File: config.mk
export PLATFORM = sky130hd
export DESIGN_NAME = kmc_window
export DESIGN_NICKNAME = d
export VERILOG_FILES = /design/src/design/kmc_pkg.sv /design/src/design/kmc_window.sv
export SDC_FILE = /design/constraint.sdc
export NUM_CORES = 1
export LEC_CHECK = 0
export BUFFER_PORTS_ARGS = -buffer_cell sky130_fd_sc_hd__buf_2
export CORE_MARGIN = 3
export CORE_UTILIZATION = 48
export CTS_CLUSTER_DIAMETER = 50
export DETAILED_ROUTE_END_ITERATION = 10
export GPL_TIMING_DRIVEN = 0
export PLACE_DENSITY = 0.8
export RECOVER_POWER = 25
export SYNTH_ARGS = -nofsm -noshare
export SYNTH_HDL_FRONTEND = slang
export SYNTH_SLANG_ARGS = --single-unit
export TNS_END_PERCENT = 5
File: constraint.sdc
create_clock -name clk -period 8.9 [get_ports clk]
set_input_delay 2.67 -clock clk [delete_from_list [all_inputs] [get_ports clk]]
set_output_delay 2.67 -clock clk [all_outputs]
set_load 0.005 [all_outputs]
File: src/design/kmc_pkg.sv
// kmc_pkg: shared constants, base decode and control structs for the k-mer counter
// no dependencies; imported by every module of the block

package kmc_pkg;

	// parameter defaults
	localparam int K_DEF          = 4;
	localparam int COUNT_BITS_DEF = 32;

	// fixed field widths
	localparam int LEN_W       = 3;
	localparam int CHAR_W      = 8;
	localparam int QIDX_W      = 8;
	localparam int COUNT_OUT_W = 32;

	localparam logic [LEN_W-1:0] KMER_LENGTH_RESET = 3'd4;

	// action codes
	localparam logic ACT_PUSH  = 1'b0;
	localparam logic ACT_QUERY = 1'b1;

	// ascii base characters
	localparam logic [CHAR_W-1:0] CH_UA = 8'h41;
	localparam logic [CHAR_W-1:0] CH_UC = 8'h43;
	localparam logic [CHAR_W-1:0] CH_UG = 8'h47;
	localparam logic [CHAR_W-1:0] CH_UT = 8'h54;
	localparam logic [CHAR_W-1:0] CH_LA = 8'h61;
	localparam logic [CHAR_W-1:0] CH_LC = 8'h63;
	localparam logic [CHAR_W-1:0] CH_LG = 8'h67;
	localparam logic [CHAR_W-1:0] CH_LT = 8'h74;

	// 2-bit base codes
	localparam logic [1:0] CODE_A = 2'd0;
	localparam logic [1:0] CODE_C = 2'd1;
	localparam logic [1:0] CODE_G = 2'd2;
	localparam logic [1:0] CODE_T = 2'd3;

	typedef struct packed {
		logic       ok;
		logic [1:0] code;
	} base_t;

	// request handed from the window tracker to the count table
	typedef struct packed {
		logic              incr;
		logic              query;
		logic [QIDX_W-1:0] echo;
	} req_ctl_t;

	// query result leaving the count table
	typedef struct packed {
		logic                   valid;
		logic [COUNT_OUT_W-1:0] count;
		logic [QIDX_W-1:0]      echo;
	} res_t;

	function automatic base_t base_decode(input logic [CHAR_W-1:0] ch);
		base_t b;
		b.ok   = 1'b1;
		b.code = CODE_A;
		case (ch) inside
			CH_UA, CH_LA: b.code = CODE_A;
			CH_UC, CH_LC: b.code = CODE_C;
			CH_UG, CH_LG: b.code = CODE_G;
			CH_UT, CH_LT: b.code = CODE_T;
			default:      b.ok   = 1'b0;
		endcase
		return b;
	endfunction

endpackage

File: src/design/kmc_window.sv
// kmc_window: base decode, k-mer window and fill tracking, query index masking
// depends on kmc_pkg

module kmc_window #(
	parameter int K = kmc_pkg::K_DEF
) (
	input  logic                        clk,
	input  logic                        arst_n,
	input  logic                        push_accept,
	input  logic                        query_accept,
	input  logic [kmc_pkg::LEN_W-1:0]   kmer_length,
	input  logic                        action,
	input  logic [kmc_pkg::CHAR_W-1:0]  base_char,
	input  logic                        read_start,
	input  logic [kmc_pkg::QIDX_W-1:0]  kmer_index,
	output kmc_pkg::req_ctl_t           req_ctl,
	output logic [2*K-1:0]              req_idx
);
	import kmc_pkg::*;

	localparam int IDX_W  = 2 * K;
	localparam int HELD_W = $clog2(K + 1);

	logic [IDX_W-1:0]  window_q;
	logic [HELD_W-1:0] held_q;

	logic [HELD_W-1:0] len_eff;
	logic [IDX_W-1:0]  len_mask;
	logic [QIDX_W-1:0] q_mask;
	logic [QIDX_W-1:0] q_echo;
	logic [IDX_W-1:0]  q_idx;
	logic [HELD_W-1:0] held_lim;
	logic [HELD_W-1:0] held_c;
	logic [HELD_W-1:0] held_d;
	logic [IDX_W-1:0]  window_d;
	logic              hit;
	base_t             base;

	// zero acts as one, anything above K acts as K
	always_comb begin
		if (kmer_length == '0) begin
			len_eff = HELD_W'(1);
		end else if (int'(kmer_length) > K) begin
			len_eff = HELD_W'(K);
		end else begin
			len_eff = HELD_W'(kmer_length);
		end
	end

	always_comb begin
		for (int i = 0; i < IDX_W; i++) begin
			len_mask[i] = (i >> 1) < int'(len_eff);
		end
		for (int i = 0; i < QIDX_W; i++) begin
			q_mask[i] = (i < IDX_W) && ((i >> 1) < int'(len_eff));
		end
		q_echo = kmer_index & q_mask;
		for (int i = 0; i < IDX_W; i++) begin
			q_idx[i] = (i < QIDX_W) ? q_echo[i % QIDX_W] : 1'b0;
		end
	end

	// bases held never exceed the length in use, on a push or a query
	assign held_lim = (held_q > len_eff) ? len_eff : held_q;

	always_comb begin
		base     = base_decode(base_char);
		held_c   = held_lim;
		window_d = window_q;
		if (read_start) begin
			held_c   = '0;
			window_d = '0;
		end
		held_d = held_c;
		hit    = 1'b0;
		if (!base.ok) begin
			// bad character restarts the window
			held_d   = '0;
			window_d = '0;
		end else begin
			window_d = (window_d << 2) | IDX_W'(base.code);
			if (held_c < len_eff) begin
				held_d = held_c + HELD_W'(1);
			end
			hit = (held_d == len_eff);
		end
	end

	always_comb begin
		req_ctl.query = (action == ACT_QUERY);
		req_ctl.incr  = (action == ACT_PUSH) && hit;
		req_ctl.echo  = q_echo;
		req_idx       = req_ctl.query ? q_idx : (window_d & len_mask);
	end

	always_ff @(posedge clk or negedge arst_n) begin
		if (!arst_n) begin
			window_q <= '0;
			held_q   <= '0;
		end else if (push_accept) begin
			window_q <= window_d;
			held_q   <= held_d;
		end else if (query_accept) begin
			held_q   <= held_lim;
		end
	end

	a_bad_char_empties: assert property (@(posedge clk) disable iff (!arst_n)
		(push_accept && !base.ok) |=> (held_q == '0 && window_q == '0))
		else $error("invalid base did not empty the window");

endmodule

Word level (Yosys, flattened, before mapping)
Index checks and enable logic that the tools add are counted.
{"block": "classes", "addsub": 1, "magnitude_cmp": 7, "n_eq_ne": 9, "mux": 21, "bitwise": 4, "n_reduce_logical": 7}
{"operator": "== test 8 x 7 -> 1 bit, second input constant", "n": 8}
{"operator": "2-to-1 mux 3 bit", "n": 9}
{"operator": "AND 8 bit", "n": 2}
{"operator": "2-to-1 mux 8 bit", "n": 2}
{"operator": "2-to-1 mux 2 bit", "n": 4}
{"operator": "OR 8 x 2 -> 8 bit", "n": 1}
{"operator": "OR reduction 2 bit", "n": 4}
{"operator": "less-than comparator 1 x 3 -> 1 bit, first input constant", "n": 2}
{"operator": "less-than comparator 2 x 3 -> 1 bit, first input constant", "n": 2}
{"operator": "2-to-1 mux 6 bit", "n": 1}
{"operator": "2-to-1 mux 1 bit", "n": 5}
{"operator": "adder 3 x 1 -> 3 bit, second input constant", "n": 1}
{"operator": "== test 3 bit", "n": 1}
{"operator": "> comparator 3 bit", "n": 1}
{"operator": "> comparator 3 bit, second input constant", "n": 1}
{"operator": "zero test 3 bit", "n": 1}
{"operator": "less-than comparator 3 bit", "n": 1}
{"operator": "nonzero test 2 bit", "n": 1}
{"operator": "logical AND 1 bit", "n": 1}
{"operator": "inverter 1 bit", "n": 1}
{"block": "word_totals", "register_bits": 9, "output_inout_bits": 18}

Depth between registers and ports, before layout
Gate-level depths: netlist of the first run.
{"block": "logic_depth", "depth_word": 12, "depth_mapped": 15, "depth_no_buf": 14}

Least setup slack after synthesis of the first run
Ideal clock, no wire load.
{"block": "synth_timing", "kind": "in2out", "startpoint": "input port kmer_length[2] (netlist bit)", "endpoint": "output port req_ctl[9] (netlist bit)", "arrival_time_ns": 5.511, "slack_ns": 0.719, "path_stages": 14, "path_buffers": 1, "cell_sequence": "buf_4 nor2_1 ha_1 and3_2 a21oi_2 mux2_2 and2_1 ha_1 nand3b_1 a211oi_1 nor3_2 xnor2_1 xnor2_1 and4_1"}
{"element": "start: declaration", "line": "kmc_window.sv:11", "rtl": "input logic [kmc_pkg::LEN_W-1:0] kmer_length,"}
{"element": "end: declaration", "line": "kmc_window.sv:16", "rtl": "output kmc_pkg::req_ctl_t req_ctl,"}

==> metrics.md, run 1 <==
| Metric | Value |
|---|---|
| Layout Cells excl Fill | `202` |
| Placer Congestion | `0.882` |
| Initial Util | `51.4%` |
| Initial antenna violation count | `0` |
| Slew HR | `68.5%` |
| Critical path class | `input pin to output port` |
| RR Startpoint | `held_q[2]$_DFFE_PN0P_` |
| DR vias/cell | `5.24` |
| Worst hold endpoint | `window_q[3]$_DFFE_PN0P_` |
| Slew Limit Fails | `0` |
| Num CTS Buffers | `3` |
| Finish-stage setup viols | `0` |
| Setup crit end kind | `output port` |
| CP peak stage delay | `370 ps` |
| Max-cap violations | `0` |
| Post-CTS Resized | `0` |
| Leak | `0.630 nW` |
| Post-synthesis register bit count | `9` |
| Root buf cell | `clkbuf_4` |
| Die ar. | `2740 µm²` |
| Worst hold path type | `flip-flop to flip-flop` |
| Status | `finished, final reports clean` |
| Setup Fix Bufs, Post-CTS | `0` |
| WP data arrival | `6010 ps` |
| Hold Path Origin | `window_q[1]$_DFFE_PN0P_` |
| Row cnt | `16` |
| TritonCTS Sinks | `9` |
| Final Hold Fails | `0` |
| RSZ-0062 raised after global routing | `no` |
| Layout cell share with drive strength beyond 1 | `33.7%` |
| Cell variety after synth | `37` |
| Wirelength per Cell | `13.2 µm` |
| Die W | `52.3 µm` |
| Final min period | `8680 ps` |
| Antenna Cells | `0` |
| Ports | `43` |
| Max Clk Rate | `0.115 GHz` |
| Remaining antenna violation count | `0` |
| Post-synthesis sequential area ratio | `21.9%` |
| GR Overflow Total | `0` |
| Reg2reg setup slack | `5940 ps` |
| Syn Inst Count | `131` |
| Stages on the worst setup path | `16` |
| Area leader, netlist | `dfrtp_1` |
| Reg clk slew, reported paths | `60 ps` |
| Setup TNS Final | `0 ps` |
| Syn Nets | `162` |
| Pin count of the biggest net entering global routing | `11` |
| Hold WS | `508 ps` |
| Wirelength, routed | `2670 µm` |
| CP bufs+invs | `3` |
| # port buffers | `40` |
| Post-Place Cells | `198` |
| Via count | `1059` |
| CORE AREA | `2000 µm²` |
| Vias in the first global route | `1011` |
| Hold Path Depth | `2` |
| H-tree level count | `1` |
| Post-Route Skew | `2.40 ps` |
| First-pass DRT Iterations | `4` |
| Area growth syn-to-layout | `27.7%` |
| Chip Height | `52.3 µm` |
| Worst VDD drop | `0.0779 mV` |
| Share of Yosys cell area claimed by the top area cell type | `21.9%` |
| Reg-to-Reg End | `held_q[1]$_DFFE_PN0P_` |
| Global-route wire length before repair | `4520 µm` |
| Worst Setup Start Kind | `input pin` |
| GRT Overall Usage | `21.2%` |
| Mean Syn Cell Area | `7.86 µm²` |
| WP data required | `6230 ps` |
| CTS tree | `yes` |
| Layout Nets | `207` |
| Worst-Margin Slew | `473 ps` |
| Post-DP HPWL | `2260 µm` |
| Synthesis warning total | `0` |
| Path depth of the worst reg2reg path | `11` |
| Total power | `123 µW` |
| Dominant cells by area after synthesis | `dfrtp_1, ha_1, nand2_1` |
| Pwr per Cell Area | `93.2 nW/µm²` |
| Crit-path leading delay family | `simple AND/OR/NAND/NOR gates` |
| Hold_buf cts | `0` |
| Clock Latency Late Sink | `250 ps` |
| Mapped Area | `1030 µm²` |
| DRC | `0` |
| Critical Path Fanout Max | `10` |
| Initial DRC Count | `17` |
| Critical Path, Cell by Cell | `buf_2, buf_4, nor2_1, ha_1, and3_2, a21oi_4, mux2_2, and2_1, ha_1, nand3b_1, a211oi_2, nor3_2, xnor2_2, xnor2_1, and4_1, buf_2` |
| Clock buffer depth | `2` |
| Final cycle utilization of the critical path | `97.5%` |
| Critical Path Slowest Stage Cell | `mux2_2` |
## report_power, final
group | internal, mW | switching [mW]
Combinational | 0.0224 | 0.0272
Clock | 0.0172 | 0.0135
Sequential | 0.0417 | 0.000662
Total | 0.0813 | 0.0413
## layout by cell type, fill, tap and decap left out, drive strengths merged, types with 5 or more instances in the layout
cell type  count
a21oi         10
buf           42
clkbuf        10
dfrtp          9
ha             6
inv           12
mux2i          6
nand2         15
nand3          5
nor2b          8
o21ai          8
or4            6
## worst max-delay path by stage
stage	startpoint	end	slack (ps)
finish	kmer_length[2]	req_ctl[9]	220
global route	kmer_length[2]	req_ctl[9]	20
CTS	kmer_length[2]	req_ctl[9]	10
detailed placement	kmer_length[2]	req_ctl[9]	30
global placement	kmer_length[2]	req_ctl[9]	100
floorplan	kmer_length[2]	req_ctl[9]	720
## synthesized netlist by cell type, drive strengths merged
| cell type | number |
|---|---|
| mux2i | 6 |
| nor2 | 4 |
| o311a | 1 |
| nand4 | 1 |
| nand2b | 2 |
| mux2 | 2 |
| a211oi | 1 |
| nand3 | 5 |
| nand3b | 2 |
| o22ai | 4 |
| buf | 3 |
| and4 | 1 |
| dfrtp | 9 |
| nand2 | 15 |
| a41oi | 1 |
| xnor2 | 3 |
| nor3b | 3 |
| inv | 12 |
| o21a | 1 |
| ha | 6 |
| o31ai | 1 |
| nor3 | 4 |
| a21oi | 10 |
| o2111ai | 1 |
| and2 | 4 |
| and3 | 1 |
| xor2 | 1 |
| clkbuf | 5 |
| o21ai | 8 |
| or4 | 6 |
| nor2b | 8 |
## routing by layer
metal | track usage (%) | vias to the layer above | wire length [µm]
met4 | 3.40 | 0 | 11
met1 | 27.7 | 496 | 1260
met5 | 0 | - | 0
met2 | 38.6 | 13 | 1350
li1 | - | 548 | -
met3 | 1.14 | 2 | 50
## cell families after synthesis
kind of cell             count (synthesis)  share of synthesized area, %
AO/OA/AOI/OAI                           28                          19.2
XOR/XNOR                                 4                          3.40
adder cells (fa/ha/maj)                  6                          7.29
buffers and inverters                   20                          8.14
flip-flops                               9                          21.9
multiplexers                             8                          9.60
AND/OR/NAND/NOR                         56                          30.5
## final cells by class
class | count | area (µm²)
Clock buffer | 4 | 26.3
Sequential cell | 9 | 225
Timing Repair Buffer | 40 | 199
Multi-Input combinational cell | 102 | 747
Buffer | 8 | 38.8
Fill cell | 178 | 687
Inverter | 12 | 45.0
Tap cell | 27 | 33.8
## worst min-delay path, stage by stage, from the launching register on
cell and delay, ps:
dfrtp_1 340, nand3_1 60, o21ai_0 70
## flip-flops by register name, summed over array words and instances, names as in the netlist
| signal | cells |
|---|---|
| held_q | 3 |
| window_q | 6 |
## per-stage QoR
step           util [%]  instance area [µm²]  setup WS, ps
3_5_place_dp       63.1                 1260          29.3
3_3_place_gp       63.1                 1260           100
6_report           65.7                 1320           220
4_1_cts            64.4                 1290          11.9
2_1_floorplan         -                 1030           719
5_1_grt            65.7                 1320          18.2
Note: power is estimated with default switching activity, not from simulation.
==> inputs of run 2 (changes only) <==
--- a/config.mk
+++ b/config.mk
@@ -13,6 +13,7 @@
 export GPL_TIMING_DRIVEN = 0
 export PLACE_DENSITY = 0.8
 export RECOVER_POWER = 25
+export SLEW_MARGIN = 40
 export SYNTH_ARGS = -nofsm -noshare
 export SYNTH_HDL_FRONTEND = slang
 export SYNTH_SLANG_ARGS = --single-unit
==> constraint.sdc (replaced) <==
create_clock -name clk -period 8.9 [get_ports clk]
set_input_delay 1.78 -clock clk [delete_from_list [all_inputs] [get_ports clk]]
set_output_delay 1.78 -clock clk [all_outputs]
set_load 0.005 [all_outputs]
==> run 2 against run 1 <==
Compared with the run above:
- register-to-register slack got worse by 130 ps
- largest power group unchanged
- critical path depth is 1 higher
- highest routed layer unchanged
- clock-buffer cell count did not move
- final cell count unchanged
==> metrics.md, run 2 (synthesis results as in run 1) <==
| Metric | Value |
|---|---|
| Status | `finished, final reports clean` |
| Post-DP HPWL | `2260 µm` |
| First-pass DRT Iterations | `4` |
| Clock Latency Late Sink | `250 ps` |
| Worst Setup Start Kind | `input pin` |
| Path depth of the worst reg2reg path | `12` |
| Layout Nets | `207` |
| Final Hold Fails | `0` |
| Regs by FF count | `window_q: 6 flops, held_q: 3 flops` |
| Final cycle utilization of the critical path | `80.3%` |
| Root buf cell | `clkbuf_4` |
| Initial DRC Count | `5` |
| Hold Path Depth | `2` |
| Max-cap violations | `0` |
| Area growth syn-to-layout | `25.2%` |
| Final min period | `7150 ps` |
| Critical Path Fanout Max | `10` |
| RR Startpoint | `held_q[0]$_DFFE_PN0P_` |
| Max Clk Rate | `0.140 GHz` |
| Setup Fix Bufs, Post-CTS | `0` |
| Post-Place Cells | `198` |
| Clock buffer depth | `2` |
| Crit path to | `req_ctl[9]` |
| Max reg flops | `6` |
| Reg clk slew, reported paths | `60 ps` |
| Post-CTS Resized | `0` |
| Row cnt | `16` |
| Ports | `43` |
| Setup crit start | `kmer_length[2]` |
| Setup TNS Final | `0 ps` |
| Sw Ratio | `33.2%` |
| Biggest register | `window_q` |
| H-tree level count | `1` |
| Gate power share | `39.4%` |
| Post-Route Skew | `2.40 ps` |
| Finish-stage setup viols | `0` |
| P_int | `80.5 µW` |
| Antenna Cells | `0` |
| Leak | `0.625 nW` |
| Placer Congestion | `0.882` |
| Reg2reg setup slack | `5810 ps` |
| Critical path class | `input pin to output port` |
| Vias in the first global route | `1011` |
| Chip Height | `52.3 µm` |
| Die ar. | `2740 µm²` |
| WP data required | `7120 ps` |
| TritonCTS Sinks | `9` |
| Layout cell share with drive strength beyond 1 | `31.4%` |
| Pin count of the biggest net entering global routing | `11` |
| CORE AREA | `2000 µm²` |
| Num CTS Buffers | `3` |
| WP data arrival | `5370 ps` |
| Slew HR | `68.5%` |
| GRT Overall Usage | `21.2%` |
| DRC | `0` |
| Total power | `121 µW` |
| Slew Limit Fails | `0` |
| Worst hold path type | `flip-flop to flip-flop` |
| Seq pwr share | `35.1%` |
| RSZ-0062 raised after global routing | `no` |
| Via count | `1051` |
| # port buffers | `40` |
| Hold_buf cts | `0` |
| Wirelength, routed | `2610 µm` |
| Worst-Margin Slew | `473 ps` |
| Most common cell after layout, fill and taps aside | `buf_2` |
| Net Sw Power | `40.1 µW` |
| CTS tree | `yes` |
| Layout Cells excl Fill | `202` |
| Pwr per Cell Area | `93.5 nW/µm²` |
| GR Overflow Total | `0` |
| Reg-to-Reg End | `held_q[2]$_DFFE_PN0P_` |
| Wirelength per Cell | `12.9 µm` |
| Setup crit end kind | `output port` |
| Commonest cells after routing, fill and taps aside | `buf_2, nand2_1, inv_1, dfrtp_1` |
| Worst VDD drop | `0.0776 mV` |
| DR vias/cell | `5.20` |
| Global-route wire length before repair | `4520 µm` |
| Die W | `52.3 µm` |
| Initial antenna violation count | `0` |
| Clock share of power | `25.5%` |
| Initial Util | `51.4%` |
| Remaining antenna violation count | `0` |
[run 2: worst min path at each step]
| stage | startpoint | to |
|---|---|---|
| finish | window_q[1]$_DFFE_PN0P_ | window_q[3]$_DFFE_PN0P_ |
| global route | window_q[0]$_DFFE_PN0P_ | window_q[2]$_DFFE_PN0P_ |
| CTS | window_q[0]$_DFFE_PN0P_ | window_q[2]$_DFFE_PN0P_ |
| detailed placement | window_q[0]$_DFFE_PN0P_ | window_q[2]$_DFFE_PN0P_ |
| global placement | window_q[0]$_DFFE_PN0P_ | window_q[2]$_DFFE_PN0P_ |
| floorplan | window_q[0]$_DFFE_PN0P_ | window_q[2]$_DFFE_PN0P_ |
[run 2: final cells by class]
type / count / area [µm²]
fill: 179 / 713
timing repair buffer: 40 / 199
clock buffer: 4 / 26.3
buffer: 8 / 38.8
sequential: 9 / 225
multi-input combinational: 102 / 721
inverter: 12 / 45.0
tap: 27 / 33.8
[run 2: critical path, stage by stage]
cell and delay (ps):
buf_2 110, buf_4 160, nor2b_1 240, inv_1 160, ha_1 320, and3_2 220
a21oi_2 200, mux2_2 380, and2_1 190, ha_1 320, nand3b_1 90, a211oi_1 310
nor3_2 110, xnor2_1 280, xnor2_1 150, and4_1 220, buf_2 120
[run 2: through the flow]
stage,setup slack (ps),hold WS (ps),utilization (%),instance area [µm²]
CTS,1790,512,64.4,1290
floorplan,2500,469,-,1030
finish,1750,508,64.4,1290
global route,1500,554,64.4,1290
global placement,1880,486,63.1,1260
detailed placement,1810,497,63.1,1260
[run 2: power by group through the flow]
stage	Combinational [mW]	Clock [mW]	Sequential [mW]
after floorplan	0.0312	0	0.0429
after global placement	0.0461	0	0.0431
after detailed placement	0.0473	0	0.0431
after CTS	0.0475	0.0314	0.0423
after global routing	0.0528	0.0342	0.0424
final	0.0475	0.0307	0.0423
[run 2: per-layer routing]
layer	GRT usage (%)	vias to the layer above	routed length, µm
met3	1.14	2	53
met2	38.6	11	1320
li1	-	547	-
met1	27.7	491	1230
met4	3.40	0	13
met5	0	-	0
==> inputs of run 3 (changes only) <==
--- a/config.mk
+++ b/config.mk
@@ -7,11 +7,11 @@
 export LEC_CHECK = 0
 export BUFFER_PORTS_ARGS = -buffer_cell sky130_fd_sc_hd__buf_2
 export CORE_MARGIN = 3
-export CORE_UTILIZATION = 48
+export CORE_UTILIZATION = 43
 export CTS_CLUSTER_DIAMETER = 50
 export DETAILED_ROUTE_END_ITERATION = 10
 export GPL_TIMING_DRIVEN = 0
-export PLACE_DENSITY = 0.8
+export PLACE_DENSITY = 0.76
 export RECOVER_POWER = 25
 export SLEW_MARGIN = 40
 export SYNTH_ARGS = -nofsm -noshare
==> constraint.sdc (replaced) <==
create_clock -name clk -period 5.99 [get_ports clk]
set_input_delay 1.198 -clock clk [delete_from_list [all_inputs] [get_ports clk]]
set_output_delay 1.198 -clock clk [all_outputs]
set_load 0.005 [all_outputs]
==> run 3 against run 2 <==
Compared with the run above:
- clock power is 58% higher
- register-to-register slack worse by 2800 ps
- final cell count is 0.50% higher
- die area grew 10%
- clock skew up 5.2 ps
- sequential share of layout area decreased by 0.18 points
- flip-flop and latch count is the same
- total power grew 52%
- combinational power increased by 51%
- non-clock buffer count unchanged
- worst hold slack got worse by 3.7 ps
- global-route usage shrank 1.5 points
- critical endpoint unchanged
- largest cell class unchanged
- largest power group unchanged
- highest routed layer unchanged
==> metrics.md, run 3 (synthesis results as in run 1) <==
| Metric | Value |
|---|---|
| CP bufs+invs | `4` |
| Global-route wire length before repair | `4320 µm` |
| Final min period | `5770 ps` |
| Pin count of the biggest net entering global routing | `11` |
| Slew Limit Fails | `0` |
| Pwr per Cell Area | `141 nW/µm²` |
| Post-Route Skew | `7.55 ps` |
| Wirelength, routed | `2630 µm` |
| Worst hold path type | `flip-flop to flip-flop` |
| Num CTS Buffers | `3` |
| Leak | `0.627 nW` |
| DR vias/cell | `5.44` |
| Layout Nets | `207` |
| Worst-Margin Slew | `481 ps` |
| Clock share of power | `26.4%` |
| Critical Path Slowest Stage Cell | `mux2_2` |
| Remaining antenna violation count | `0` |
| Layout Cells excl Fill | `203` |
| H-tree level count | `1` |
| Critical Path, Cell by Cell | `buf_2, buf_4, nor2b_1, inv_1, ha_1, nand3b_1, a21oi_2, mux2_2, and2_1, ha_1, nand3b_1, a211oi_2, nor3_2, xnor2_2, xnor2_1, and4_1, buf_2` |
| Regs by FF count | `window_q: 6 flops, held_q: 3 flops` |
| Die W | `54.9 µm` |
| Reg clk slew, reported paths | `70 ps` |
| RSZ-0062 raised after global routing | `no` |
| Critical path class | `input pin to output port` |
| Status | `finished, final reports clean` |
| Vias in the first global route | `1065` |
| Gate power share | `39.2%` |
| Max Clk Rate | `0.173 GHz` |
| P_int | `120 µW` |
| Crit-path leading delay family | `simple AND/OR/NAND/NOR gates` |
| GRT Overall Usage | `19.7%` |
| Most common cell after layout, fill and taps aside | `buf_2` |
| Seq pwr share | `34.3%` |
| Chip Height | `54.9 µm` |
| Reg area | `225 µm²` |
| Biggest register | `window_q` |
| Initial Util | `46.1%` |
| Layout cell share with drive strength beyond 1 | `32.6%` |
| Area growth syn-to-layout | `26.5%` |
| Post-Place Cells | `199` |
| Root buf cell | `clkbuf_4` |
| Via count | `1105` |
| TritonCTS Sinks | `9` |
| Row cnt | `17` |
| WP data arrival | `4570 ps` |
| CP peak stage delay | `380 ps` |
| Max-cap violations | `0` |
| WP data required | `4790 ps` |
| Initial antenna violation count | `0` |
| Fillers | `223` |
| Placer Congestion | `0.802` |
| Max reg flops | `6` |
| Clock Latency Late Sink | `260 ps` |
| Wirelength per Cell | `13.0 µm` |
| Multi-input combinational cell area | `733 µm²` |
| Commonest cells after routing, fill and taps aside | `buf_2, nand2_1, inv_1, dfrtp_1` |
| Worst VDD drop | `0.0949 mV` |
| Sw Ratio | `34.4%` |
| Setup TNS Final | `0 ps` |
| Critical Path Fanout Max | `10` |
| CTS tree | `yes` |
| Ports | `43` |
| Initial DRC Count | `21` |
| Post-DP HPWL | `2260 µm` |
| Setup crit end kind | `output port` |
| Worst Setup Start Kind | `input pin` |
| CORE AREA | `2230 µm²` |
| # port buffers | `40` |
| Final cycle utilization of the critical path | `96.3%` |
| Antenna Cells | `0` |
| First-pass DRT Iterations | `4` |
| GR Overflow Total | `0` |
| Net Sw Power | `62.9 µW` |
| Die ar. | `3020 µm²` |
| Finish-stage setup viols | `0` |
| Slew HR | `67.9%` |
| Final Hold Fails | `0` |
| Clock buffer depth | `2` |
| DRC | `0` |
==> run 3: power groups by stage <==
| stage | clock network [mW] | logic [mW] | registers (mW) |
|---|---|---|---|
| 6_report | 0.0484 | 0.0718 | 0.0629 |
| 5_1_grt | 0.0520 | 0.0799 | 0.0630 |
| 4_1_cts | 0.0493 | 0.0712 | 0.0629 |
| 3_5_place_dp | 0 | 0.0710 | 0.0640 |
| 3_3_place_gp | 0 | 0.0683 | 0.0639 |
| 2_1_floorplan | 0 | 0.0464 | 0.0637 |
==> run 3: worst paths after layout <==
check / from / to / slack, ps / depth (start not counted)
max: kmer_length[2] / req_ctl[9] / 220 / 17
min: window_q[3]$_DFFE_PN0P_ / window_q[5]$_DFFE_PN0P_ / 500 / 2
max reg2reg: held_q[2]$_DFFE_PN0P_ / held_q[1]$_DFFE_PN0P_ / 2990 / 11
min reg2reg: window_q[3]$_DFFE_PN0P_ / window_q[5]$_DFFE_PN0P_ / 500 / 2
max in group asynchronous: arst_n / window_q[3]$_DFFE_PN0P_ / 4800 / 1
min in group asynchronous: arst_n / window_q[5]$_DFFE_PN0P_ / 860 / 1
==> run 3: metrics by stage <==
| stage | cell area [µm²] | total power [mW] | utilization (%) | hold WS (ps) | worst slack (ps) |
|---|---|---|---|---|---|
| 3_3_place_gp | 1260 | 0.132 | 56.6 | 494 | 185 |
| 2_1_floorplan | 1030 | 0.110 | - | 469 | 753 |
| 6_report | 1300 | 0.183 | 58.3 | 504 | 222 |
| 4_1_cts | 1290 | 0.183 | 57.8 | 515 | 71.2 |
| 3_5_place_dp | 1260 | 0.135 | 56.6 | 494 | 73.7 |
| 5_1_grt | 1300 | 0.195 | 58.3 | 521 | 8.36 |
==> run 3: worst register-to-register path, stage by stage (launching register included) <==
cell      delay [ps]
dfrtp_1          400
ha_1             320
nand3b_1         180
a21oi_2          260
mux2_2           390
and2_1           190
ha_1             310
nand3b_1         130
a211oi_2         250
nor3_1           110
a41oi_2          200
o22ai_1          130
==> run 3: cell type report <==
class	count	share of cell area, %
plain buffers	8	2.98
clock buffers	4	2.02
inverters	12	3.46
multi-input cells	102	56.3
flip-flops and latches	9	17.3
well taps	28	2.69
repair buffers	40	15.3
==> run 3: timing repair <==
action / CTS / global route
setup endpoints to repair: 0 / 1
buffers inserted: 0 / 0
resized for setup: 0 / 2
hold buffers: 0 / 0
==> run 3: per-layer routing <==
layer / wire (µm) / vias up / part of all wire [%] / GRT usage, %
li1: - / 556 / - / -
met1: 1050 / 506 / 40 / 21.7
met2: 1390 / 40 / 53 / 38.4
met3: 182 / 3 / 6.9 / 4.02
met4: 13 / 0 / 0.49 / 4.05
met5: 0 / - / 0 / 0
